--- src/design/tuiv_pkg.sv ---
// tuiv_pkg: shared types, status codes and constants for the index validator.
// Used by tuiv_front, tuiv_queue, tuiv_back and the top level.
package tuiv_pkg;

  localparam int DEFAULT_MAX_ENTRIES     = 32;
  localparam int DEFAULT_MAX_TITLE_BYTES = 80;
  localparam int ID_CHARS   = 36;
  localparam int HDR_LEN    = 9;
  localparam int TITLE_W    = 7;
  localparam int INDEX_W    = 5;
  localparam int STATUS_W   = 3;
  localparam int QUEUE_DEPTH = 2;

  localparam logic [7:0] CH_LF    = 8'h0a;
  localparam logic [7:0] CH_TAB   = 8'h09;
  localparam logic [7:0] CH_DASH  = 8'h2d;
  localparam logic [7:0] CH_SPACE = 8'h20;
  localparam logic [7:0] CH_DEL   = 8'h7f;

  typedef enum logic [STATUS_W-1:0] {
    ST_OK          = 3'd0,
    ST_BAD_HEADER  = 3'd1,
    ST_FIELD_COUNT = 3'd2,
    ST_BAD_ID      = 3'd3,
    ST_BAD_TITLE   = 3'd4,
    ST_TOO_MANY    = 3'd5,
    ST_DUPLICATE   = 3'd6,
    ST_EMPTY       = 3'd7
  } status_t;

  // One finished line and/or end of text, handed from front to back.
  typedef struct packed {
    logic                line_valid;
    logic                eot;
    status_t             code;
    logic [127:0]        piece_id;
    logic [127:0]        pack_id;
    logic [TITLE_W-1:0]  title_len;
  } line_ev_t;

  function automatic logic [7:0] hdr_char(input logic [3:0] pos);
    logic [7:0] c;
    case (pos)
      4'd0: c = 8'h76; // v
      4'd1: c = 8'h65; // e
      4'd2: c = 8'h72; // r
      4'd3: c = 8'h73; // s
      4'd4: c = 8'h69; // i
      4'd5: c = 8'h6f; // o
      4'd6: c = 8'h6e; // n
      4'd7: c = 8'h3d; // =
      4'd8: c = 8'h32; // 2
      default: c = 8'h00;
    endcase
    return c;
  endfunction

endpackage

--- src/design/tuiv_queue.sv ---
// tuiv_queue: two-entry queue of line items between front and back.
// Depends on tuiv_pkg.
module tuiv_queue import tuiv_pkg::*; (
  input  logic     clk,
  input  logic     rst,
  input  logic     push,
  input  line_ev_t wdata,
  output logic     full,
  input  logic     pop,
  output logic     nempty,
  output line_ev_t rdata
);

  line_ev_t   slots [QUEUE_DEPTH];
  logic       wptr, rptr;
  logic [1:0] fill;

  assign full   = (fill == 2'(QUEUE_DEPTH));
  assign nempty = (fill != 2'd0);
  assign rdata  = slots[rptr];

  always_ff @(posedge clk) begin
    if (push) slots[wptr] <= wdata;
  end

  always_ff @(posedge clk) begin
    if (rst) begin
      wptr <= 1'b0;
      rptr <= 1'b0;
      fill <= '0;
    end else begin
      if (push) wptr <= ~wptr;
      if (pop)  rptr <= ~rptr;
      fill <= fill + 2'(push) - 2'(pop);
    end
  end

endmodule

--- config.mk ---
export PLATFORM = sky130hd
export DESIGN_NAME = tuiv_queue
export DESIGN_NICKNAME = d
export VERILOG_FILES = /design/src/design/tuiv_pkg.sv /design/src/design/tuiv_queue.sv
export SDC_FILE = /design/constraint.sdc
export NUM_CORES = 1
export LEC_CHECK = 0
export BUFFER_PORTS_ARGS = -buffer_cell sky130_fd_sc_hd__buf_4
export CAP_MARGIN = 20
export CORE_AREA = 2 2 210 212
export DETAILED_ROUTE_END_ITERATION = 10
export DIE_AREA = 0 0 212 214
export PLACE_DENSITY = 0.73
export SETUP_SLACK_MARGIN = 0.5
export SYNTH_ARGS = -nofsm -noshare
export SYNTH_HDL_FRONTEND = slang
export SYNTH_SLANG_ARGS = --single-unit
--- constraint.sdc ---
create_clock -name clk -period 26.4 [get_ports clk]
set_input_delay 5.28 -clock clk [delete_from_list [all_inputs] [get_ports clk]]
set_output_delay 5.28 -clock clk [all_outputs]
set_load 0.005 [all_outputs]
==> metrics.md, run 1 <==
| Metric | Value |
|---|---|
| Final hold vios | 0 |
| P per Cell Area | 74.8 nW/µm² |
| Post-route cell area | 26600 µm² |
| CP dominant cell by count | buf_4 |
| Area Growth Syn to Fin | 30.6% |
| Largest net degree at the start of global routing | around 170 |
| Fin Clk Skew | 0.0108 ns |
| Die X | 212 µm |
| Final nets | approximately 1.7k |
| Placed Instances | 1960 |
| # IOs | 542 |
| CTS clock-pin slew for the worst setup and hold paths | 0.06 ns |
| Row cnt | 76 |
| GP Congestion | 0.787 |
| Synth area leaders | edfxtp_1 (79%), mux2_4 (15%), mux2_2 (3.7%) |
| Place WS | 17.68 ns |
| 1st-pass router iterations | 4 |
| Routed WL | between 40000 and 50000 µm |
| Fin crit period | 9.27 ns |
| Post-route ant nets | 0 |
| Drt wl/cell | between 20 and 25 µm |
| CP Launch Type | flip-flop |
| Max_cap viols | 0 |
| # port buffers | approximately 540 |
| H-tree depth | 2 |
| Clock root cell | clkbuf_16 |
| Total gr overflow | 0 |
| DR iter-0 viols | roughly 600 |
| CTS Sinks | roughly 540 |
| Ys Warns | 0 |
| Die Ht | roughly 210 µm |
| Cell Area, Synth | a little over 20000 µm² |
| Crit Path Max Fanout | 64 |
| Cell accounting for the most synthesized area | edfxtp_1 |
| Final WS setup | 17.13 ns |
| Hold_ws | between 0.5 and 0.6 ns |
| Yosys reg bits | 541 |
| Longest Clk Path Bufs | 3 |
| Worst-path cell chain | buf_4 > buf_4 > mux2_2 > buf_4 |
| Most frequent cells in the layout | buf_4 (549), edfxtp_1 (536), mux2_4 (201) |
| Setup Viol. Count Final | 0 |
| Post-CTS setup buffer count | 0 |
| RSZ-0062 raised after global routing | no |
| Resized Gates After CTS | 0 |
| Die area | 45400 µm² |
| Total CTS buffers | 54 |
| Met3 usage | 7.93% |
| Syn nets | 1129 |
| Status | finished, final reports clean |
| M2 GR Usage | 32.7% |
| Most common cell after layout, fill and taps aside | buf_4 |
| Detailed-route vias per instance | 4.90 |
| Gr busiest metal | met2 |
| Fmax | 108 MHz |
| Worst-skew pair later-pin latency | 0.59 ns |
| Static Leak | 10.4 nW |
| Total power | between 1.5 and 2 mW |
| GR met1 Demand/Resource | 21.7% |
| Final Cycle Share | between 30% and 40% |
| Pins Over Slew Limit | 0 |
| Fraction of layout cells with a size suffix above 1 | 60.6% |
| Worst EP required | 21.12 ns |
| First-pass GRT wire length | approximately 65000 µm |
| GRT Util Overall | 19.4% |
| Via count | approximately 10k |
| Final core utilization | 62.1% |
| Starting Density | 47.6% |
| Top-area cell type share of the netlist area | around 79% |
| Hold Buf Count CTS | 0 |
| Synthesized instance count | ~860 |
| Arrival time at the worst endpoint | 3.99 ns |
| Fill cells | 3011 |
| Worst VDD drop | 0.0000569 V |
| Crit path capture type | primary output |
| Synthesized area per cell | 23.9 µm² |
| Post-detail-place hpwl | 30800 µm |
| TritonCTS clock tree | yes |
| Dpl cell area | 25000 µm² |
| Non-Filler Instances | 2060 |
| Core area | around 43000 µm² |
| Register area share after synthesis | 79.4% |
| CP Class | reg2out |
| Hold/Removal Path Class | reg2reg |
| Slowest cell on crit path | buf_4 |
| TNS Setup | 0 ns |
| Post-synth cell types | 14 |
| Slew margin rel. | 26.9% |
| Drt drc | 0 |
| Number of global-route vias before repair | 10.8k |
| Crit path largest cell delay | between 0.9 and 1 ns |
| Slew @ Worst Pin | 1.10 ns |
| Initial antenna violation count | 3 |
-- layout make-up --
class                   count  area (µm²)  area share [%]
flip-flops and latches    541       16200            60.8
repair buffers            550        4140            15.5
diodes                      2        5.00          0.0188
well taps                 585         732            2.75
clock inverters            29         189           0.709
multi-input cells         282        3890            14.6
inverters                   2        7.51          0.0282
clock buffers              69        1470            5.52
-- cell families after synthesis --
logic type | after synthesis | share of synthesized area [%]
XOR/XNOR | 3 | 0.196
adder cells (fa/ha/maj) | 2 | 0.123
buffers and inverters | 32 | 1.57
flip-flops | 541 | 79.4
multiplexers | 268 | 18.5
AND/OR/NAND/NOR | 9 | 0.227
-- registers in the layout (all words and copies together) (netlist names), named ones only --
signal and flops:
wptr 1, fill 2, rptr 1, slots 536
-- Yosys cell counts (all sizes together) --
cell type    n
mux2       268
dfxtp        5
ha           2
and2         1
edfxtp     536
inv          2
buf         30
xnor2        2
nor2         4
or2          1
nor2b        3
xnor3        1
-- worst max-delay path, delay by kind of cell, from the launching register on --
kind / cells / cell delay, ns
flops: 1 / 0.90
mux: 1 / 0.43
buf+inv: 3 / 1.92
-- metal layers --
layer | vias to the layer above | share of wire, %
li1 | 4568 | -
met4 | 2 | 3.5
met2 | 456 | 50
met3 | 93 | 11
met1 | 4977 | 36
met5 | - | 0.027
-- power by group --
group,internal [mW],switching [mW],leakage [nW],total [mW]
Combinational,0.149,0.104,4.47,0.253
Sequential,1.00,0.0163,5.07,1.02
Clock,0.411,0.307,0.808,0.718
-- worst paths after layout --
| path | start | to | slack [ns] | depth (start not counted) |
|---|---|---|---|---|
| hold / removal | rptr | flip-flop | 0.52 | 2 |
| setup reg to reg | wptr | slots[1][141] | 23.03 | 3 |
| setup / recovery | flip-flop | rdata[265] | 17.13 | 4 |
| hold reg to reg | rptr | flip-flop | 0.52 | 2 |
Note: power is estimated with default switching activity, not from simulation.
==> run 2, diff against run 1 <==
--- a/config.mk
+++ b/config.mk
@@ -5,12 +5,13 @@
 export SDC_FILE = /design/constraint.sdc
 export NUM_CORES = 1
 export LEC_CHECK = 0
+export ABC_AREA = 1
 export BUFFER_PORTS_ARGS = -buffer_cell sky130_fd_sc_hd__buf_4
 export CAP_MARGIN = 20
-export CORE_AREA = 2 2 210 212
+export CORE_AREA = 2 2 212 214
 export DETAILED_ROUTE_END_ITERATION = 10
-export DIE_AREA = 0 0 212 214
-export PLACE_DENSITY = 0.73
+export DIE_AREA = 0 0 214 216
+export PLACE_DENSITY = 0.72
 export SETUP_SLACK_MARGIN = 0.5
 export SYNTH_ARGS = -nofsm -noshare
 export SYNTH_HDL_FRONTEND = slang
==> constraint.sdc (replaced) <==
create_clock -name clk -period 9.3 [get_ports clk]
set_input_delay 1.86 -clock clk [delete_from_list [all_inputs] [get_ports clk]]
set_output_delay 1.86 -clock clk [all_outputs]
set_load 0.005 [all_outputs]
==> metrics.md, run 2 <==
| Metric | Value |
|---|---|
| Status | finished, final reports clean |
| Largest reg by FF count | slots |
| Fin Clk Skew | 0.0112 ns (+0.000347 ns) |
| Static Leak | 10.3 nW (-0.35%) |
| Crit path capture type | primary output |
| Die Ht | 216 µm (+0.93%) |
| Hold/Removal Path Class | reg2reg |
| Via count | 10.2k (+0.54%) |
| Detailed-route vias per instance | 4.90 (about the same) |
| Most frequent cell after synthesis | edfxtp_1 |
| Starting Density | 46.5% (-1.0 points) |
| Setup Viol. Count Final | 0 (unchanged) |
| Final hold vios | 0 (unchanged) |
| Most frequent cells in the layout | buf_4 (545), edfxtp_1 (536), mux2_4 (201) |
| Worst r2r src | wptr |
| Top-area cell type share of the netlist area | 78.9% (about the same) |
| Slew margin rel. | 22.2% (-4.7 points) |
| Syn nets | 1139 (+0.89%) |
| Worst hold start | rptr |
| Ys async rst share | 0% (unchanged) |
| Worst-path cell chain | buf_4 > mux2_2 > buf_4 |
| Fraction of layout cells with a size suffix above 1 | 60.0% (-0.67 points) |
| Total CTS buffers | 53 (-1.9%) |
| Placed Instances | 1975 (+0.77%) |
| Post-synth top flop | edfxtp_1 |
| Longest Clk Path Bufs | 3 (unchanged) |
| DR iter-0 viols | 580 (-3.5%) |
| Slowest cell on crit path | buf_4 |
| Post-route cell area | 26600 µm² (-0.32%) |
| Final WS setup | 4.53 ns (-12.59 ns) |
| CP dominant cell by count | buf_4 |
| Max_cap viols | 0 (unchanged) |
| Post-CTS setup buffer count | 0 (unchanged) |
| Worst-skew pair later-pin latency | 0.59 ns (about the same) |
| Fmax | ~210 MHz |
| Hold Buf Count CTS | 0 (unchanged) |
| Row cnt | 77 (+1.3%) |
| Dpl cell area | 25000 µm² (+0.11%) |
| Pins Over Slew Limit | 0 (unchanged) |
| CTS clock-pin slew for the worst setup and hold paths | 0.06 ns (about the same) |
| Area Growth Syn to Fin | 30.1% |
| Wire length on met2 | 23100 µm (+3.4%) |
| Clock root cell | clkbuf_16 |
| Largest net degree at the start of global routing | 152 (-13%) |
| Total power | 5.47 mW (+170%) |
| Slew @ Worst Pin | 1.17 ns (+0.0698 ns) |
| Crit Path Max Fanout | 62 (-3.1%) |
| Core area | 43800 µm² (+2.2%) |
| Top Registers | slots x536, fill x2 |
| TritonCTS clock tree | yes |
| Crit path largest cell delay | 0.87 ns (-0.08 ns) |
| Worst VDD drop | 0.000166 V (+190%) |
| DRT met1 WL | 17000 µm (+4.1%) |
| TNS Setup | 0 ns (unchanged) |
| Initial antenna violation count | 5 (+2) |
| # IOs | 542 (unchanged) |
| Synth area leaders | edfxtp_1 (79%), mux2_4 (15%), mux2_2 (3.7%) |
| CP Class | reg2out |
| CTS Sinks | 541 (unchanged) |
| Arrival time at the worst endpoint | 2.91 ns (-1.08 ns) |
| Routed WL | 45800 µm (+1.7%) |
| P per Cell Area | 206 nW/µm² (+180%) |
| GP Congestion | 0.783 (-0.55%) |
| H-tree depth | 2 (unchanged) |
| Drt drc | 0 (unchanged) |
| Most common cell after layout, fill and taps aside | buf_4 |
| Worst EP required | 7.44 ns (-13.68 ns) |
| GRT Util Overall | 19.1% (-0.21 points) |
| Post-detail-place hpwl | 31700 µm (+2.9%) |
| EDFF count, synth | 536 (unchanged) |
| Routed met3 length | 4180 µm (-12%) |
| Post-synth cell types | 14 (unchanged) |
| Cell accounting for the most synthesized area | edfxtp_1 |
| Number of global-route vias before repair | 10.7k (-1.0%) |
| Register area share after synthesis | 79.4% (about the same) |
| Non-Filler Instances | 2070 (+0.49%) |
| Max Used Layer | met5 |
| Die area | 46200 µm² (+1.9%) |
| Final Cycle Share | 51.3% |
| Fill cells | 3234 (+7.4%) |
| RSZ-0062 raised after global routing | no |
| Largest register FFs | 536 (unchanged) |
| Cell Area, Synth | 20400 µm² (about the same) |
| Resized Gates After CTS | 0 (unchanged) |
| Fin crit period | around 4.8 ns |
| Drt wl/cell | 22.1 µm (+1.3%) |
| Synthesized area per cell | 23.6 µm² (-1.1%) |
| Synthesized instance count | 865 (+1.2%) |
| Ys Warns | 0 (unchanged) |
| Die X | 214 µm (+0.94%) |
| Top post-synthesis cells by count | edfxtp_1 (536), mux2_4 (201), mux2_2 (67) |
| # port buffers | 541 (unchanged) |
| Place WS | 5.11 ns (-12.57 ns) |
| Post-route ant nets | 0 (unchanged) |
| Total gr overflow | 0 (unchanged) |
| First-pass GRT wire length | 65400 µm (+1.0%) |
| Yosys reg bits | 541 (unchanged) |
| Final nets | 1712 (+0.41%) |
| 1st-pass router iterations | 6 (+2) |
| CP Launch Type | flip-flop |
run 2: cell count changes after synthesis:
cell / delta
inv_1: +6
nand2_1: +5
nor2_1: +3
nor2b_1: -3
a21oi_1: +1
and2_1: -1
nand3_1: +1
nor3_1: +1
or2_2: -1
xnor2_1: -1
xnor3_1: -1
run 2: worst paths after layout:
check | to | slack [ns] | cells after the start
worst min register to register | rptr | 0.52 | 2
worst min-delay path | rptr | 0.52 | 2
worst max-delay path | rdata[248] | 4.53 | 3
worst max register to register | slots[1][79] | 6.83 | 3
run 2: cell type report:
cell class | instances | area, µm² | share of cell area (%)
diodes | 2 | 5.00 | 0.0188
repair buffers | 548 | 4150 | 15.6
flip-flops and latches | 541 | 16200 | 61.0
clock buffers | 68 | 1430 | 5.37
inverters | 8 | 37.5 | 0.141
multi-input cells | 286 | 3870 | 14.6
well taps | 592 | 741 | 2.79
clock inverters | 25 | 121 | 0.457
run 2: metal layers:
layer / GRT usage, % / vias to the layer above
li1: - / 4575
met1: 21.7 / 5047
met2: 32.9 / 431
met3: 7.51 / 92
met4: 6.97 / 6
met5: 0 / -
run 2: cells by family after synthesis:
group / after synthesis / synth area share [%]
compound gates: 1 / 0.0245
xor+xnor: 1 / 0.0429
fa+ha+maj: 2 / 0.123
buf+inv: 38 / 1.68
flops: 541 / 79.4
mux: 268 / 18.5
simple gates: 14 / 0.270
run 2: worst max-delay path: cells and delay by family, from the launching register on:
| kind | cells | cell delay [ns] |
|---|---|---|
| mux | 1 | 0.43 |
| flops | 1 | 0.72 |
| buf+inv | 2 | 1.01 |
run 2: power breakdown:
| group | switching [mW] | total, mW | internal [mW] |
|---|---|---|---|
| Clock | 0.851 | 1.93 | 1.07 |
| Sequential | 0.0408 | 2.87 | 2.83 |
| Combinational | 0.276 | 0.675 | 0.400 |
| Total | 1.17 | 5.47 | 4.30 |
run 2: per-stage QoR:
step | utilization [%] | hold WS (ns)
after floorplan | - | 0.480
after global placement | 57.0 | 0.495
after detailed placement | 57.0 | 0.500
after CTS | 60.6 | 0.520
after global routing | 60.6 | 0.570
final | 60.6 | 0.518
