`config.mk`:
```
export PLATFORM = sky130hd
export DESIGN_NAME = tuiv_front
export DESIGN_NICKNAME = d
export VERILOG_FILES = /design/src/design/tuiv_pkg.sv /design/src/design/tuiv_front.sv
export SDC_FILE = /design/constraint.sdc
export NUM_CORES = 1
export LEC_CHECK = 0
export BUFFER_PORTS_ARGS = -buffer_cell sky130_fd_sc_hd__buf_2
export CORE_MARGIN = 5
export CORE_UTILIZATION = 38
export CTS_CLUSTER_DIAMETER = 100
export DETAILED_ROUTE_END_ITERATION = 8
export PLACE_DENSITY = 0.62
export SETUP_SLACK_MARGIN = 0.05
export SLEW_MARGIN = 20
export SYNTH_ARGS = -nofsm -noshare
export SYNTH_HDL_FRONTEND = slang
export SYNTH_SLANG_ARGS = --single-unit
```
`constraint.sdc`:
```
create_clock -name clk -period 3.6 [get_ports clk]
set_input_delay 0.36 -clock clk [delete_from_list [all_inputs] [get_ports clk]]
set_output_delay 0.36 -clock clk [all_outputs]
set_load 0.03 [all_outputs]
```
`src/design/tuiv_pkg.sv`:
```
// tuiv_pkg: shared types, status codes and constants for the index validator.
// Used by tuiv_front, tuiv_queue, tuiv_back and the top level.
package tuiv_pkg;

  localparam int DEFAULT_MAX_ENTRIES     = 32;
  localparam int DEFAULT_MAX_TITLE_BYTES = 80;
  localparam int ID_CHARS   = 36;
  localparam int HDR_LEN    = 9;
  localparam int TITLE_W    = 7;
  localparam int INDEX_W    = 5;
  localparam int STATUS_W   = 3;
  localparam int QUEUE_DEPTH = 2;

  localparam logic [7:0] CH_LF    = 8'h0a;
  localparam logic [7:0] CH_TAB   = 8'h09;
  localparam logic [7:0] CH_DASH  = 8'h2d;
  localparam logic [7:0] CH_SPACE = 8'h20;
  localparam logic [7:0] CH_DEL   = 8'h7f;

  typedef enum logic [STATUS_W-1:0] {
    ST_OK          = 3'd0,
    ST_BAD_HEADER  = 3'd1,
    ST_FIELD_COUNT = 3'd2,
    ST_BAD_ID      = 3'd3,
    ST_BAD_TITLE   = 3'd4,
    ST_TOO_MANY    = 3'd5,
    ST_DUPLICATE   = 3'd6,
    ST_EMPTY       = 3'd7
  } status_t;

  // One finished line and/or end of text, handed from front to back.
  typedef struct packed {
    logic                line_valid;
    logic                eot;
    status_t             code;
    logic [127:0]        piece_id;
    logic [127:0]        pack_id;
    logic [TITLE_W-1:0]  title_len;
  } line_ev_t;

  function automatic logic [7:0] hdr_char(input logic [3:0] pos);
    logic [7:0] c;
    case (pos)
      4'd0: c = 8'h76; // v
      4'd1: c = 8'h65; // e
      4'd2: c = 8'h72; // r
      4'd3: c = 8'h73; // s
      4'd4: c = 8'h69; // i
      4'd5: c = 8'h6f; // o
      4'd6: c = 8'h6e; // n
      4'd7: c = 8'h3d; // =
      4'd8: c = 8'h32; // 2
      default: c = 8'h00;
    endcase
    return c;
  endfunction

endpackage

```
`src/design/tuiv_front.sv`:
```
// tuiv_front: byte parser; checks the header, splits lines into fields and
// classifies each finished line. Depends on tuiv_pkg.
module tuiv_front import tuiv_pkg::*; #(
  parameter int MAX_TITLE_BYTES = DEFAULT_MAX_TITLE_BYTES
) (
  input  logic       clk,
  input  logic       rst,
  input  logic       acc,
  input  logic       has_byte,
  input  logic [7:0] data_byte,
  input  logic       end_of_text,
  output logic       push,
  output line_ev_t   ev
);

  localparam int CP_MAX = (MAX_TITLE_BYTES > ID_CHARS) ? MAX_TITLE_BYTES : ID_CHARS;
  localparam int CPW    = $clog2(CP_MAX + 2);

  typedef enum logic [2:0] {
    F_HDR  = 3'b001,
    F_BODY = 3'b010,
    F_FAIL = 3'b100
  } fphase_t;

  fphase_t        phase, phase_next;
  logic           hdr_fail, hdr_fail_next;
  logic [3:0]     hdr_pos, hdr_pos_next;
  logic [1:0]     field_num, field_num_next;
  logic [CPW-1:0] char_pos, char_pos_next;
  logic [127:0]   piece_id, piece_id_next, pack_id, pack_id_next;
  logic [2:0]     faults, faults_next;

  logic           is_hex, dash_pos, line_empty, do_finish;
  logic [3:0]     nib;
  status_t        lcode;

  always_comb begin
    phase_next     = phase;
    hdr_fail_next  = hdr_fail;
    hdr_pos_next   = hdr_pos;
    field_num_next = field_num;
    char_pos_next  = char_pos;
    piece_id_next  = piece_id;
    pack_id_next   = pack_id;
    faults_next    = faults;
    push           = 1'b0;
    ev             = '0;
    lcode          = ST_OK;
    line_empty     = 1'b0;
    do_finish      = 1'b0;
    is_hex   = (data_byte inside {[8'h30:8'h39], [8'h61:8'h66]});
    nib      = (data_byte <= 8'h39) ? 4'(data_byte - 8'h30) : 4'(data_byte - 8'h57);
    dash_pos = (char_pos == CPW'(8)) || (char_pos == CPW'(13)) ||
               (char_pos == CPW'(18)) || (char_pos == CPW'(23));

    if (acc && has_byte) begin
      case (phase)
        F_HDR: begin
          if (data_byte == CH_LF) begin
            if (hdr_pos == 4'(HDR_LEN)) phase_next = F_BODY;
            else begin
              phase_next    = F_FAIL;
              hdr_fail_next = 1'b1;
            end
          end else if (hdr_pos < 4'(HDR_LEN) && data_byte == hdr_char(hdr_pos)) begin
            hdr_pos_next = hdr_pos + 4'd1;
          end else begin
            phase_next    = F_FAIL;
            hdr_fail_next = 1'b1;
          end
        end
        F_BODY: begin
          if (data_byte == CH_TAB) begin
            if (field_num < 2'd2 && char_pos != CPW'(ID_CHARS))
              faults_next[field_num] = 1'b1;
            if (field_num < 2'd3) field_num_next = field_num + 2'd1;
            char_pos_next = '0;
          end else if (data_byte != CH_LF) begin
            if (field_num < 2'd2) begin
              if (char_pos >= CPW'(ID_CHARS)) begin
                faults_next[field_num] = 1'b1;
              end else begin
                if (dash_pos) begin
                  if (data_byte != CH_DASH) faults_next[field_num] = 1'b1;
                end else if (is_hex) begin
                  if (field_num == 2'd0) piece_id_next = {piece_id[123:0], nib};
                  else pack_id_next = {pack_id[123:0], nib};
                end else begin
                  faults_next[field_num] = 1'b1;
                end
                char_pos_next = char_pos + CPW'(1);
              end
            end else if (field_num == 2'd2) begin
              if (data_byte < CH_SPACE || data_byte == CH_DEL) faults_next[2] = 1'b1;
              if (char_pos <= CPW'(MAX_TITLE_BYTES)) char_pos_next = char_pos + CPW'(1);
            end
          end
        end
        default: ;
      endcase
    end

    // line end: a newline in the body, or end of text while in the body
    do_finish = acc && ((phase == F_BODY && has_byte && data_byte == CH_LF) ||
                        (end_of_text && phase_next == F_BODY));
    line_empty = (field_num_next == 2'd0) && (char_pos_next == '0);
    if (field_num_next != 2'd2) lcode = ST_FIELD_COUNT;
    else if (faults_next[1:0] != 2'b00) lcode = ST_BAD_ID;
    else if (faults_next[2] || char_pos_next == '0 ||
             char_pos_next > CPW'(MAX_TITLE_BYTES)) lcode = ST_BAD_TITLE;
    else lcode = ST_OK;

    if (do_finish && !line_empty) begin
      ev.line_valid = 1'b1;
      ev.code       = lcode;
      ev.piece_id   = piece_id_next;
      ev.pack_id    = pack_id_next;
      ev.title_len  = TITLE_W'(char_pos_next);
      if (lcode != ST_OK) phase_next = F_FAIL;
    end
    if (do_finish) begin
      field_num_next = '0;
      char_pos_next  = '0;
      piece_id_next  = '0;
      pack_id_next   = '0;
      faults_next    = '0;
    end
    if (acc && end_of_text) begin
      ev.eot = 1'b1;
      if (!ev.line_valid && (phase_next == F_HDR || hdr_fail_next))
        ev.code = ST_BAD_HEADER;
      phase_next     = F_HDR;
      hdr_fail_next  = 1'b0;
      hdr_pos_next   = '0;
      field_num_next = '0;
      char_pos_next  = '0;
      piece_id_next  = '0;
      pack_id_next   = '0;
      faults_next    = '0;
    end
    push = ev.line_valid || ev.eot;
  end

  always_ff @(posedge clk) begin
    if (rst) begin
      phase     <= F_HDR;
      hdr_fail  <= 1'b0;
      hdr_pos   <= '0;
      field_num <= '0;
      char_pos  <= '0;
      piece_id  <= '0;
      pack_id   <= '0;
      faults    <= '0;
    end else begin
      phase     <= phase_next;
      hdr_fail  <= hdr_fail_next;
      hdr_pos   <= hdr_pos_next;
      field_num <= field_num_next;
      char_pos  <= char_pos_next;
      piece_id  <= piece_id_next;
      pack_id   <= pack_id_next;
      faults    <= faults_next;
    end
  end

endmodule

```
==> load_flow_metrics.sql, run 1 <==
INSERT INTO impl_metrics (metric_group, metric, value, unit) VALUES
('setup_path', 'worst_r2r_endpoint', 'phase[1]$_SDFF_PP0_', ''),
('synth', 'synth_largest_type_area_fraction', '46.7', '%'),
('setup_path', 'worst_setup_path_end_kind', 'output pin', ''),
('detailed_routing', 'final_antenna_net_count', '0', ''),
('floorplan', 'die_y', '189', 'um'),
('global_route', 'grt_first_pass_wirelength', '53.9', 'mm'),
('synth', 'synth_area_in_simple_gates', '21.3', '%'),
('global_route', 'grt_max_degree', '136', ''),
('detailed_routing', 'avgViaCountPerCell', '5.10', ''),
('finish', 'sequential_cell_area', '5670', 'um^2'),
('sta', 'timing_worst_slew_pin_value', '0.696', 'ns'),
('floorplan', 'num_io_pins', '282', ''),
('run_status', 'outcome', 'complete, but fails checks', ''),
('sta', 'achievable-frequency', '0.253', 'GHz'),
('sta', 'finalHoldWorstSlack', '0.142', 'ns'),
('worst_hold_path', 'worstHoldPathType', 'primary input to flop', ''),
('setup_path', 'cp_max_fo', '16', ''),
('synth', 'synth_adder_area_share', '1.65', '%'),
('synth', 'post_synth_main_area_contributors', 'sky130_fd_sc_hd__dfxtp_1 47%, sky130_fd_sc_hd__mux2i_1 21%, sky130_fd_sc_hd__nor2_1 18%', ''),
('synth', 'flop_and_latch_count_out_of_synthesis', '283', ''),
('sta', 'timing.final.ws_setup', '-0.349', 'ns'),
('detailed_routing', 'routed-via-count', '11022', ''),
('sta', 'setup_violations', '263', ''),
('detailed_routing', 'post_drt_wl_per_cell', '18.8', 'um'),
('clock_network', 'ctsHoldBuffers', '0', ''),
('synth', 'synthDominantAreaCellType', 'sky130_fd_sc_hd__dfxtp_1', ''),
('sta', 'share_of_the_clock_period_used_by_the_worst_path_after_layout', '110', '%'),
('clock_network', 'numClockSinks', '283', ''),
('clock_network', 'ctsRootBufferMaster', 'sky130_fd_sc_hd__clkbuf_16', ''),
('sta', 'setup_repair_after_global_routing_missed_its_margin', 'true', ''),
('detailed_routing', 'drt_pass1_iterations', '5', ''),
('finish', 'fin_util', '62.4', '%'),
('global_route', 'global_route.overflow_total', '0', ''),
('pwr', 'power_density', '320', 'nW/um^2'),
('run_status', 'violations_in_the_final_reports', 'setup timing', ''),
('setup_path', 'worst-setup-path-type', 'flop to output pin', ''),
('sta', 'final_hold_viol_count', '0', ''),
('setup_path', 'crit_required', '3.24', 'ns'),
('synth', 'synth_ff_type', 'sky130_fd_sc_hd__dfxtp_1', ''),
('placed_design', 'dp_hpwl', '22.7', 'mm'),
('synth', 'synth.area.mux_share', '21.0', '%'),
('floorplan', 'die_width', '189', 'um'),
('detailed_routing', 'post-route-drc-count', '0', ''),
('global_route', 'gr-usage-all-layers', '18.0', '%'),
('synth', 'post_synth_instance_area', '12100', 'um^2'),
('finish', 'filler_cell_count', '2366', ''),
('global_route', 'antenna_found_initial', '0', ''),
('synth', 'ys_warn_count', '0', ''),
('finish', 'total_number_of_nets_in_the_final_design', '1769', ''),
('sta', 'slew_viol_final', '0', ''),
('setup_path', 'timing.critical_path.from_type', 'flop', ''),
('floorplan', 'row_count', '65', ''),
('clock_network', 'clock_tree_from_tritoncts', 'built', ''),
('sta', 'clock_skew', '0.00978', 'ns'),
('synth', 'synth-async-reset-ratio', '0', '%'),
('floorplan', 'die_area', '35600', 'um^2'),
('finish', 'drive_gt1_share', '41.3', '%'),
('pwr', 'leakage', '6.83', 'nW'),
('finish', 'n_antenna_cell', '0', ''),
('setup_path', 'worst_ep_arrival_time', '3.59', 'ns'),
('pwr', 'irDropWorstVdd', '0.333', 'mV'),
('synth', 'synthesized_area_fraction_occupied_by_ao_oa_aoi_and_oai_cells', '3.83', '%'),
('placed_design', 'place.port_buffers', '281', ''),
('placed_design', 'dpl_worst_slack', '0.0535', 'ns'),
('placed_design', 'place.gp.congestion', '0.830', ''),
('sta', 'setup-tns-final', '-67.39', 'ns'),
('finish', 'layout_commonest_cell', 'sky130_fd_sc_hd__nor2_1', ''),
('clock_network', 'numCtsBuffers', '30', ''),
('clock_network', 'cts.clk_slew.worst_paths', '0.06', 'ns'),
('sta', 'slew_headroom', '53.3', '%'),
('run', 'maxCapViolations', '0', '');
## worst min-delay path by stage
stage / slack, ns / depth (start not counted) / to / startpoint
after floorplan: 0.44 / 2 / faults[2]$_SDFF_PP0_ / faults[2]$_SDFF_PP0_
after global placement: 0.46 / 2 / faults[2]$_SDFF_PP0_ / faults[2]$_SDFF_PP0_
after detailed placement: 0.47 / 2 / faults[2]$_SDFF_PP0_ / faults[2]$_SDFF_PP0_
after CTS: 0.1 / 3 / phase[0]$_SDFF_PP1_ / rst
after global routing: 0.14 / 3 / phase[0]$_SDFF_PP1_ / rst
final: 0.14 / 3 / phase[0]$_SDFF_PP1_ / rst
## synthesized netlist by cell type (6+ instances only)
library cell               count
sky130_fd_sc_hd__inv_1        21
sky130_fd_sc_hd__o21ai_0      12
sky130_fd_sc_hd__buf_2        33
sky130_fd_sc_hd__or3_1         6
sky130_fd_sc_hd__xor2_1        8
sky130_fd_sc_hd__nand2_1      19
sky130_fd_sc_hd__dfxtp_1     283
sky130_fd_sc_hd__buf_4        21
sky130_fd_sc_hd__mux2i_1     254
sky130_fd_sc_hd__nor3_1       10
sky130_fd_sc_hd__ha_1         16
sky130_fd_sc_hd__clkbuf_1     43
sky130_fd_sc_hd__a21oi_1      17
sky130_fd_sc_hd__nand2b_1      8
sky130_fd_sc_hd__nand3_1       8
sky130_fd_sc_hd__nor2_1      568
## power by group
group	switching [mW]	internal, mW	leakage, nW	total [mW]
Sequential	0.00141	3.13	2.28	3.13
Combinational	0.106	0.0386	4.08	0.145
Clock	1.25	1.76	0.472	3.01
## logic make-up (layout without fill, tap and decap cells)
| family | Yosys count | in the layout |
|---|---|---|
| AOI/OAI and AO/OA | 68 | 68 |
| DFF | 283 | 283 |
| xor gates and xnor gates | 12 | 12 |
| muxes | 254 | 254 |
| buffers and inverters | 120 | 480 |
| and+or+nand+nor | 648 | 648 |
| adders and majority gates | 16 | 16 |
## layout make-up
type | instances | share of cell area [%]
inverters | 22 | 0.432
repair buffers | 405 | 24.1
clock inverters | 9 | 0.401
well taps | 402 | 2.56
flip-flops and latches | 283 | 28.8
multi-input cells | 998 | 39.2
clock buffers | 44 | 4.50
## critical path, cell delays in order, from the launching register on
cell	delay, ns
sky130_fd_sc_hd__dfxtp_2	0.33
sky130_fd_sc_hd__buf_4	0.15
sky130_fd_sc_hd__or3_1	0.41
sky130_fd_sc_hd__nor3_2	0.20
sky130_fd_sc_hd__nor3_4	0.09
sky130_fd_sc_hd__or3_4	0.42
sky130_fd_sc_hd__o31a_1	0.30
sky130_fd_sc_hd__nand4b_1	0.16
sky130_fd_sc_hd__o21bai_4	0.09
sky130_fd_sc_hd__buf_6	0.15
sky130_fd_sc_hd__buf_12	0.15
sky130_fd_sc_hd__clkbuf_16	0.18
sky130_fd_sc_hd__nor2_1	0.14
sky130_fd_sc_hd__buf_2	0.22
## flip-flops by register name, summed over array words and instances, names as in the netlist, named ones only
name and flops:
pack_id 128, piece_id 128, char_pos 7, hdr_pos 4
faults 3, phase 3, field_num 2, hdr_fail 1
## layer usage
layer  vias up  global-route usage, %  routed length [um]
met3        89                   4.04                2280
met5         -                      0                   0
met1      5267                   23.3               16400
met2       366                   30.2               20600
li1       5300                      -                   -
met4         0                   5.10                1350
## stage by stage
step / cell area, um^2 / instances
6_report: 19700 / 2163
3_3_place_gp: 14300 / 2046
4_1_cts: 16400 / 2132
2_1_floorplan: 12100 / 1401
5_1_grt: 19700 / 2163
3_5_place_dp: 14300 / 2046
## timing repair
item | CTS | global route
gates cloned | 12 | 21
endpoints found under the setup margin | 263 | 263
resized for setup | 188 | 908
pin swaps | 15 | 144
setup buffers | 21 | 15
(Power assumes the default switching activity.)
==> run 2: changes to the inputs <==
--- a/config.mk
+++ b/config.mk
@@ -9,9 +9,11 @@
 export CORE_MARGIN = 5
 export CORE_UTILIZATION = 38
 export CTS_CLUSTER_DIAMETER = 100
+export CTS_CLUSTER_SIZE = 24
 export DETAILED_ROUTE_END_ITERATION = 8
 export PLACE_DENSITY = 0.62
-export SETUP_SLACK_MARGIN = 0.05
+export RECOVER_POWER = 25
+export SETUP_SLACK_MARGIN = 0.1
 export SLEW_MARGIN = 20
 export SYNTH_ARGS = -nofsm -noshare
 export SYNTH_HDL_FRONTEND = slang
==> run 2 against run 1 <==
  * The run ends with capacitance limit, slew limit, setup timing left
  * Largest cell class unchanged
  * Clock skew up 0.0091 ns
  * Sequential share of layout area up 3.9 points
  * Power down 19%
  * Cell count down 1.6%
  * Via count down 4.5%
==> load_flow_metrics.sql, run 2 (synthesis gave the netlist of run 1 again) <==
INSERT INTO impl_metrics (metric_group, metric, value, unit) VALUES
('run_status', 'outcome', 'complete, but fails checks', ''),
('run_status', 'violations_in_the_final_reports', 'capacitance limit, slew limit, setup timing', ''),
('detailed_routing', 'routed-via-count', '10526', ''),
('clock_network', 'clock_tree_from_tritoncts', 'built', ''),
('finish', 'layout_commonest_cell', 'sky130_fd_sc_hd__nor2_1', ''),
('pwr', 'power_density', '295', 'nW/um^2'),
('worst_hold_path', 'whs_path_depth', '3', ''),
('global_route', 'vias_in_the_first_global_route', '10680', ''),
('sta', 'setup-tns-final', '-89.55', 'ns'),
('setup_path', 'critical_path_cell_count', '14', ''),
('setup_path', 'crit_required', '3.24', 'ns'),
('sta', 'final_hold_viol_count', '0', ''),
('global_route', 'grt_max_degree', '76', ''),
('pwr', 'power.share.switching', '21.6', '%'),
('pwr', 'leakage', '6.36', 'nW'),
('clock_network', 'clk_path_buf_depth', '3', ''),
('setup_path', 'cp_max_fo', '14', ''),
('setup_path', 'path_delay_family', 'simple AND/OR/NAND/NOR gates', ''),
('sta', 'slew_headroom', '-23.3', '%'),
('pwr', 'power.net_switching', '1.10', 'mW'),
('detailed_routing', 'post_drt_wl_per_cell', '16.4', 'um'),
('setup_path', 'cp_slowest_cell', 'sky130_fd_sc_hd__or4_4', ''),
('setup_path', 'worst-setup-path-type', 'flop to output pin', ''),
('global_route', 'antenna_found_initial', '0', ''),
('detailed_routing', 'initialDrtViolationCount', '487', ''),
('pwr', 'irDropWorstVdd', '0.313', 'mV'),
('global_route', 'gr-usage-all-layers', '18.8', '%'),
('pwr', 'cell_internal_pwr', '4.00', 'mW'),
('finish', 'layout.cells.most_common_list', '489 x sky130_fd_sc_hd__nor2_1, 281 x sky130_fd_sc_hd__dfxtp_1, 191 x sky130_fd_sc_hd__mux2i_1', ''),
('global_route', 'global_route.overflow_total', '0', ''),
('detailed_routing', 'post-route-drc-count', '0', ''),
('clock_network', 'cts.clk_slew.worst_paths', '0.09', 'ns'),
('pwr', 'power.share.clock', '35.9', '%'),
('sta', 'setup_repair_after_global_routing_missed_its_margin', 'true', ''),
('global_route', 'grt_first_pass_wirelength', '56.0', 'mm'),
('setup_path', 'worst_setup_path_end_kind', 'output pin', ''),
('setup_path', 'worst_ep_arrival_time', '3.68', 'ns'),
('detailed_routing', 'drt_wl_total', '34.8', 'mm'),
('detailed_routing', 'drt_pass1_iterations', '5', ''),
('sta', 'achievable-frequency', '0.247', 'GHz'),
('setup_path', 'max_stage_delay_on_crit_path', '0.52', 'ns'),
('floorplan', 'num_io_pins', '282', ''),
('finish', 'total_number_of_nets_in_the_final_design', '1754', ''),
('floorplan', 'die_width', '189', 'um'),
('sta', 'slew_viol_final', '14', ''),
('finish', 'drive_gt1_share', '34.0', '%'),
('worst_hold_path', 'worstHoldPathType', 'primary input to flop', ''),
('finish', 'biggestRegsByFlops', 'pack_id: 128 flops, piece_id: 128 flops, char_pos: 7 flops', ''),
('clock_network', 'ctsRootBufferMaster', 'sky130_fd_sc_hd__clkbuf_16', ''),
('placed_design', 'dp_hpwl', '22.7', 'mm'),
('pwr', 'p_seq_share', '61.3', '%'),
('floorplan', 'core_area', '31600', 'um^2'),
('setup_path', 'critical_path_s_most_frequent_cell', 'sky130_fd_sc_hd__buf_12', ''),
('finish', 'filler_cell_count', '2749', ''),
('clock_network', 'numClockSinks', '283', ''),
('sta', 'post-route-min-period', '4.04', 'ns'),
('sta', 'clock_skew', '0.0189', 'ns'),
('sta', 'timing_worst_slew_pin_value', '1.83', 'ns'),
('setup_path', 'reg2regPathDepth', '6', ''),
('clock_network', 'numCtsBuffers', '15', ''),
('setup_path', 'worst-path-buf-inv', '6', ''),
('finish', 'n_antenna_cell', '0', ''),
('setup_path', 'timing.critical_path.from_type', 'flop', ''),
('pwr', 'pwr-share-comb', '2.8', '%'),
('detailed_routing', 'avgViaCountPerCell', '4.95', ''),
('pwr', 'design_power_total', '5.11', 'mW'),
('setup_path', 'cp_cell_sequence', 'or4_4, a211oi_2, nor3_2, or3_4, o31a_1, nand4b_1, o21bai_4, buf_6, buf_12, buf_12, buf_12, buf_16, nor2_1, buf_4', ''),
('clock_network', 'clock_tree.htree_level_count', '1', ''),
('run', 'maxCapViolations', '1', ''),
('sta', 'timing.final.ws_setup', '-0.441', 'ns'),
('floorplan', 'row_count', '65', ''),
('sta', 'setup_violations', '264', ''),
('floorplan', 'die_y', '189', 'um'),
('placed_design', 'place.port_buffers', '281', ''),
('placed_design', 'place.gp.congestion', '0.853', ''),
('detailed_routing', 'final_antenna_net_count', '0', ''),
('floorplan', 'die_area', '35600', 'um^2'),
('clock_network', 'worstSkewPairLatency', '0.50', 'ns'),
('floorplan', 'initial_utilization', '38.4', '%'),
('finish', 'synthToLayoutAreaGrowth', '42.8', '%'),
('sta', 'share_of_the_clock_period_used_by_the_worst_path_after_layout', '112', '%');
[run 2: worst reg2reg max path: stages (launching register included)]
cell and delay [ns]:
sky130_fd_sc_hd__dfxtp_1 0.36, sky130_fd_sc_hd__nor2_1 0.14, sky130_fd_sc_hd__nand4_1 0.22, sky130_fd_sc_hd__clkbuf_1 0.20, sky130_fd_sc_hd__o21ai_0 1.39, sky130_fd_sc_hd__clkbuf_4 0.95, sky130_fd_sc_hd__nor2_1 0.15
[run 2: path summary, 6_finish.rpt]
kind	slack, ns	end	from
worst max-delay path	-0.44	ev[149]	char_pos[3]$_SDFF_PP0_
worst min-delay path	0.14	phase[0]$_SDFF_PP1_	rst
worst min register to register	0.49	faults[2]$_SDFF_PP0_	faults[2]$_SDFF_PP0_
worst max register to register	0.04	piece_id[8]$_SDFF_PP0_	phase[2]$_SDFF_PP0_
[run 2: cell type report]
cell class / instances / area (um^2) / share of cell area, %
Clock buffer: 16 / 379 / 2.19
Clock inverter: 2 / 38.8 / 0.224
Inverter: 22 / 82.6 / 0.477
Multi-Input combinational cell: 998 / 6820 / 39.4
Sequential cell: 283 / 5670 / 32.7
Tap cell: 402 / 503 / 2.90
Timing Repair Buffer: 405 / 3830 / 22.1
[run 2: per-layer routing]
layer | vias up | global-route usage, % | share of wire, %
li1 | 5238 | - | -
met1 | 4918 | 24.2 | 43
met2 | 326 | 32.6 | 48
met3 | 44 | 4.32 | 7.2
met4 | 0 | 3.36 | 1.6
met5 | - | 0 | 0
[run 2: timing repair]
| item | 4_1_cts | 5_1_grt |
|---|---|---|
| setup endpoints to repair | 263 | 264 |
| hold buffers | 0 | 0 |
| buffers inserted | 37 | 2 |
| resized for setup | 480 | 22 |
| endpoints found under the hold margin | 0 | 0 |
| pin swaps | 47 | 3 |
| gates cloned | 16 | 1 |
[run 2: power by group through the flow]
stage	logic [mW]	clock network, mW	registers (mW)
floorplan	0.0931	0	3.20
global placement	0.154	0	3.20
detailed placement	0.155	0	3.20
global route	0.156	2.01	3.13
finish	0.142	1.83	3.13
CTS	0.159	1.90	3.13
[run 2: metrics by stage]
| step | cell area [um^2] | hold slack, ns | instances | util (%) | setup slack, ns |
|---|---|---|---|---|---|
| finish | 17300 | 0.143 | 2128 | 54.9 | -0.441 |
| global route | 17300 | 0.168 | 2128 | 54.9 | -0.598 |
| CTS | 17300 | 0.152 | 2125 | 54.8 | -0.291 |
| detailed placement | 14400 | 0.464 | 2054 | 45.7 | 0.00277 |
| global placement | 14400 | 0.453 | 2054 | 45.7 | 0.0650 |
| floorplan | 12100 | 0.436 | 1401 | - | 0.188 |
==> run 3: changes to the inputs <==
--- a/config.mk
+++ b/config.mk
@@ -6,12 +6,13 @@
 export NUM_CORES = 1
 export LEC_CHECK = 0
 export BUFFER_PORTS_ARGS = -buffer_cell sky130_fd_sc_hd__buf_2
+export CAP_MARGIN = 20
 export CORE_MARGIN = 5
-export CORE_UTILIZATION = 38
+export CORE_UTILIZATION = 45
 export CTS_CLUSTER_DIAMETER = 100
 export CTS_CLUSTER_SIZE = 24
 export DETAILED_ROUTE_END_ITERATION = 8
-export PLACE_DENSITY = 0.62
+export PLACE_DENSITY = 0.71
 export RECOVER_POWER = 25
 export SETUP_SLACK_MARGIN = 0.1
 export SLEW_MARGIN = 20
==> run 3 against run 2 <==
  * The run ends with setup timing left
  * Power decreased by 1.6%
  * First-iteration DRC count increased by 17%
  * Worst setup slack improved by 0.10 ns
  * Cell count decreased by 3.8%
  * Sequential cell count unchanged
  * Sequential share of layout area increased by 0.44 points
  * Fmax increased by 2.6%
  * Via count increased by 1.9%
  * Clock skew decreased by 0.011 ns
  * Critical path type unchanged
  * Critical endpoint is now ev[219]
  * Highest routed layer unchanged
==> load_flow_metrics.sql, run 3 (synthesis gave the netlist of run 1 again) <==
INSERT INTO impl_metrics (metric_group, metric, value, unit) VALUES
('setup_path', 'reg2reg_start', 'char_pos[2]$_SDFF_PP0_', ''),
('detailed_routing', 'post-route-drc-count', '0', ''),
('pwr', 'irDropWorstVdd', '0.271', 'mV'),
('detailed_routing', 'drt_wl_total', '35.6', 'mm'),
('finish', 'biggestRegsByFlops', 'pack_id: 128 flops, piece_id: 128 flops, char_pos: 7 flops', ''),
('setup_path', 'worst-setup-path-type', 'flop to output pin', ''),
('finish', 'synthToLayoutAreaGrowth', '41.0', '%'),
('setup_path', 'r2r_setup_slack', '0.30', 'ns'),
('sta', 'setup-tns-final', '-65.70', 'ns'),
('sta', 'slew_viol_final', '0', ''),
('detailed_routing', 'initialDrtViolationCount', '570', ''),
('finish', 'final_cell_area', '17100', 'um^2'),
('worst_hold_path', 'whs_path_depth', '3', ''),
('sta', 'achievable-frequency', '0.254', 'GHz'),
('clock_network', 'clk_path_buf_depth', '3', ''),
('sta', 'timing_worst_slew_pin_value', '1.25', 'ns'),
('sta', 'share_of_the_clock_period_used_by_the_worst_path_after_layout', '109', '%'),
('clock_network', 'cts.clk_slew.worst_paths', '0.09', 'ns'),
('detailed_routing', 'post_drt_wl_per_cell', '17.4', 'um'),
('detailed_routing', 'drt_pass1_iterations', '5', ''),
('worst_hold_path', 'hold_start', 'rst', ''),
('clock_network', 'worstSkewPairLatency', '0.49', 'ns'),
('worst_hold_path', 'worstHoldPathType', 'primary input to flop', ''),
('floorplan', 'core_area', '26700', 'um^2'),
('global_route', 'antenna_found_initial', '0', ''),
('detailed_routing', 'routed-via-count', '10723', ''),
('sta', 'final_hold_viol_count', '0', ''),
('detailed_routing', 'final_antenna_net_count', '0', ''),
('setup_path', 'timing.critical_path.from_type', 'flop', ''),
('floorplan', 'initial_utilization', '45.4', '%'),
('run_status', 'violations_in_the_final_reports', 'setup timing', ''),
('clock_network', 'clock_tree.htree_level_count', '1', ''),
('setup_path', 'reg2regPathDepth', '13', ''),
('setup_path', 'cp_max_fo', '7', ''),
('placed_design', 'place.port_buffers', '281', ''),
('placed_design', 'dp_hpwl', '22.5', 'mm'),
('global_route', 'grt_first_pass_wirelength', '53.0', 'mm'),
('run_status', 'outcome', 'complete, but fails checks', ''),
('sta', 'slew_headroom', '16.0', '%'),
('pwr', 'power_density', '294', 'nW/um^2'),
('sta', 'setup_repair_after_global_routing_missed_its_margin', 'true', ''),
('floorplan', 'die_y', '174', 'um'),
('clock_network', 'ctsRootBufferMaster', 'sky130_fd_sc_hd__clkbuf_16', ''),
('run', 'maxCapViolations', '0', ''),
('setup_path', 'worst_setup_path_end_kind', 'output pin', ''),
('setup_path', 'crit_required', '3.24', 'ns'),
('global_route', 'grt_max_degree', '72', ''),
('clock_network', 'numClockSinks', '283', ''),
('floorplan', 'die_width', '174', 'um'),
('sta', 'post-route-min-period', '3.94', 'ns'),
('global_route', 'global_route.overflow_total', '0', ''),
('pwr', 'leakage', '6.16', 'nW'),
('global_route', 'vias_in_the_first_global_route', '10616', ''),
('finish', 'n_antenna_cell', '0', ''),
('sta', 'setup_violations', '263', ''),
('finish', 'filler_cell_count', '2046', ''),
('setup_path', 'worst_ep_arrival_time', '3.58', 'ns'),
('clock_network', 'numCtsBuffers', '15', ''),
('finish', 'total_number_of_nets_in_the_final_design', '1736', ''),
('floorplan', 'num_io_pins', '282', ''),
('global_route', 'gr-usage-all-layers', '20.7', '%'),
('clock_network', 'clock_tree_from_tritoncts', 'built', ''),
('floorplan', 'die_area', '30300', 'um^2'),
('floorplan', 'row_count', '60', ''),
('setup_path', 'worst_r2r_endpoint', 'phase[1]$_SDFF_PP0_', ''),
('worst_hold_path', 'hold-path-endpoint', 'phase[0]$_SDFF_PP1_', ''),
('finish', 'drive_gt1_share', '33.8', '%'),
('finish', 'layout.cells.most_common_list', '466 x sky130_fd_sc_hd__nor2_1, 280 x sky130_fd_sc_hd__dfxtp_1, 204 x sky130_fd_sc_hd__mux2i_1', ''),
('sta', 'timing.final.ws_setup', '-0.337', 'ns'),
('placed_design', 'place.gp.congestion', '0.885', ''),
('sta', 'clock_skew', '0.00814', 'ns'),
('placed_design', 'cell_area_placed', '14300', 'um^2'),
('finish', 'layout_commonest_cell', 'sky130_fd_sc_hd__nor2_1', ''),
('detailed_routing', 'avgViaCountPerCell', '5.24', '');
==> run 3: through the flow <==
step                cells  hold slack, ns  total power [mW]  worst slack (ns)  utilization [%]
floorplan            1401           0.436              3.30             0.188                -
global placement     1990           0.457              3.36            0.0268             53.6
detailed placement   1990           0.475              3.36            0.0325             53.6
CTS                  2038           0.182              5.07            -0.251             60.6
global route         2047           0.172              5.18            -0.444             64.0
finish               2047           0.168              5.02            -0.337             64.0
==> run 3: what timing repair did <==
item	4_1_cts	5_1_grt
pin swaps	32	9
endpoints found under the setup margin	263	263
hold buffers	0	0
gates cloned	9	5
resized for setup	329	246
buffers inserted	23	7
==> run 3: per-layer routing <==
layer	vias to the layer above	routed length (um)	GRT usage, %
li1	5206	-	-
met1	5087	14900	26.0
met2	368	17900	36.8
met3	62	2030	3.50
met4	0	814	5.11
met5	-	0	0
==> run 3: power breakdown <==
part           internal (mW)  switching [mW]  total [mW]
sequential              3.13         0.00168        3.13
clock                  0.755           0.988        1.74
combinational         0.0435           0.106       0.149
==> run 3: layout make-up <==
cell class,instances,area (um^2),share of cell area (%)
Clock inverter,1,7.51,0.0439
Inverter,22,82.6,0.483
Timing Repair Buffer,387,3650,21.3
Tap cell,341,427,2.49
Clock buffer,15,375,2.19
Multi-Input combinational cell,998,6900,40.3
Sequential cell,283,5670,33.2
==> run 3: critical path, cell delays in order (launching register included) <==
cell and delay, ns:
sky130_fd_sc_hd__dfxtp_4 0.35, sky130_fd_sc_hd__or4_4 0.55, sky130_fd_sc_hd__a211oi_4 0.25, sky130_fd_sc_hd__nor3_4 0.08, sky130_fd_sc_hd__buf_6 0.14, sky130_fd_sc_hd__o311ai_4 0.26
sky130_fd_sc_hd__o31a_1 0.21, sky130_fd_sc_hd__nand4b_1 0.20, sky130_fd_sc_hd__o21bai_4 0.23, sky130_fd_sc_hd__buf_6 0.16, sky130_fd_sc_hd__buf_12 0.14, sky130_fd_sc_hd__buf_12 0.15
sky130_fd_sc_hd__buf_8 0.14, sky130_fd_sc_hd__nor2_1 0.05, sky130_fd_sc_hd__buf_4 0.17
==> run 3: worst max-delay path by stage <==
stage,depth (start not counted),endpoint,startpoint
2_1_floorplan,11,ev[108],data_byte[2]
3_3_place_gp,10,ev[263],char_pos[3]$_SDFF_PP0_
3_5_place_dp,10,ev[263],char_pos[3]$_SDFF_PP0_
4_1_cts,13,ev[205],char_pos[2]$_SDFF_PP0_
5_1_grt,14,ev[219],char_pos[2]$_SDFF_PP0_
6_report,14,ev[219],char_pos[2]$_SDFF_PP0_
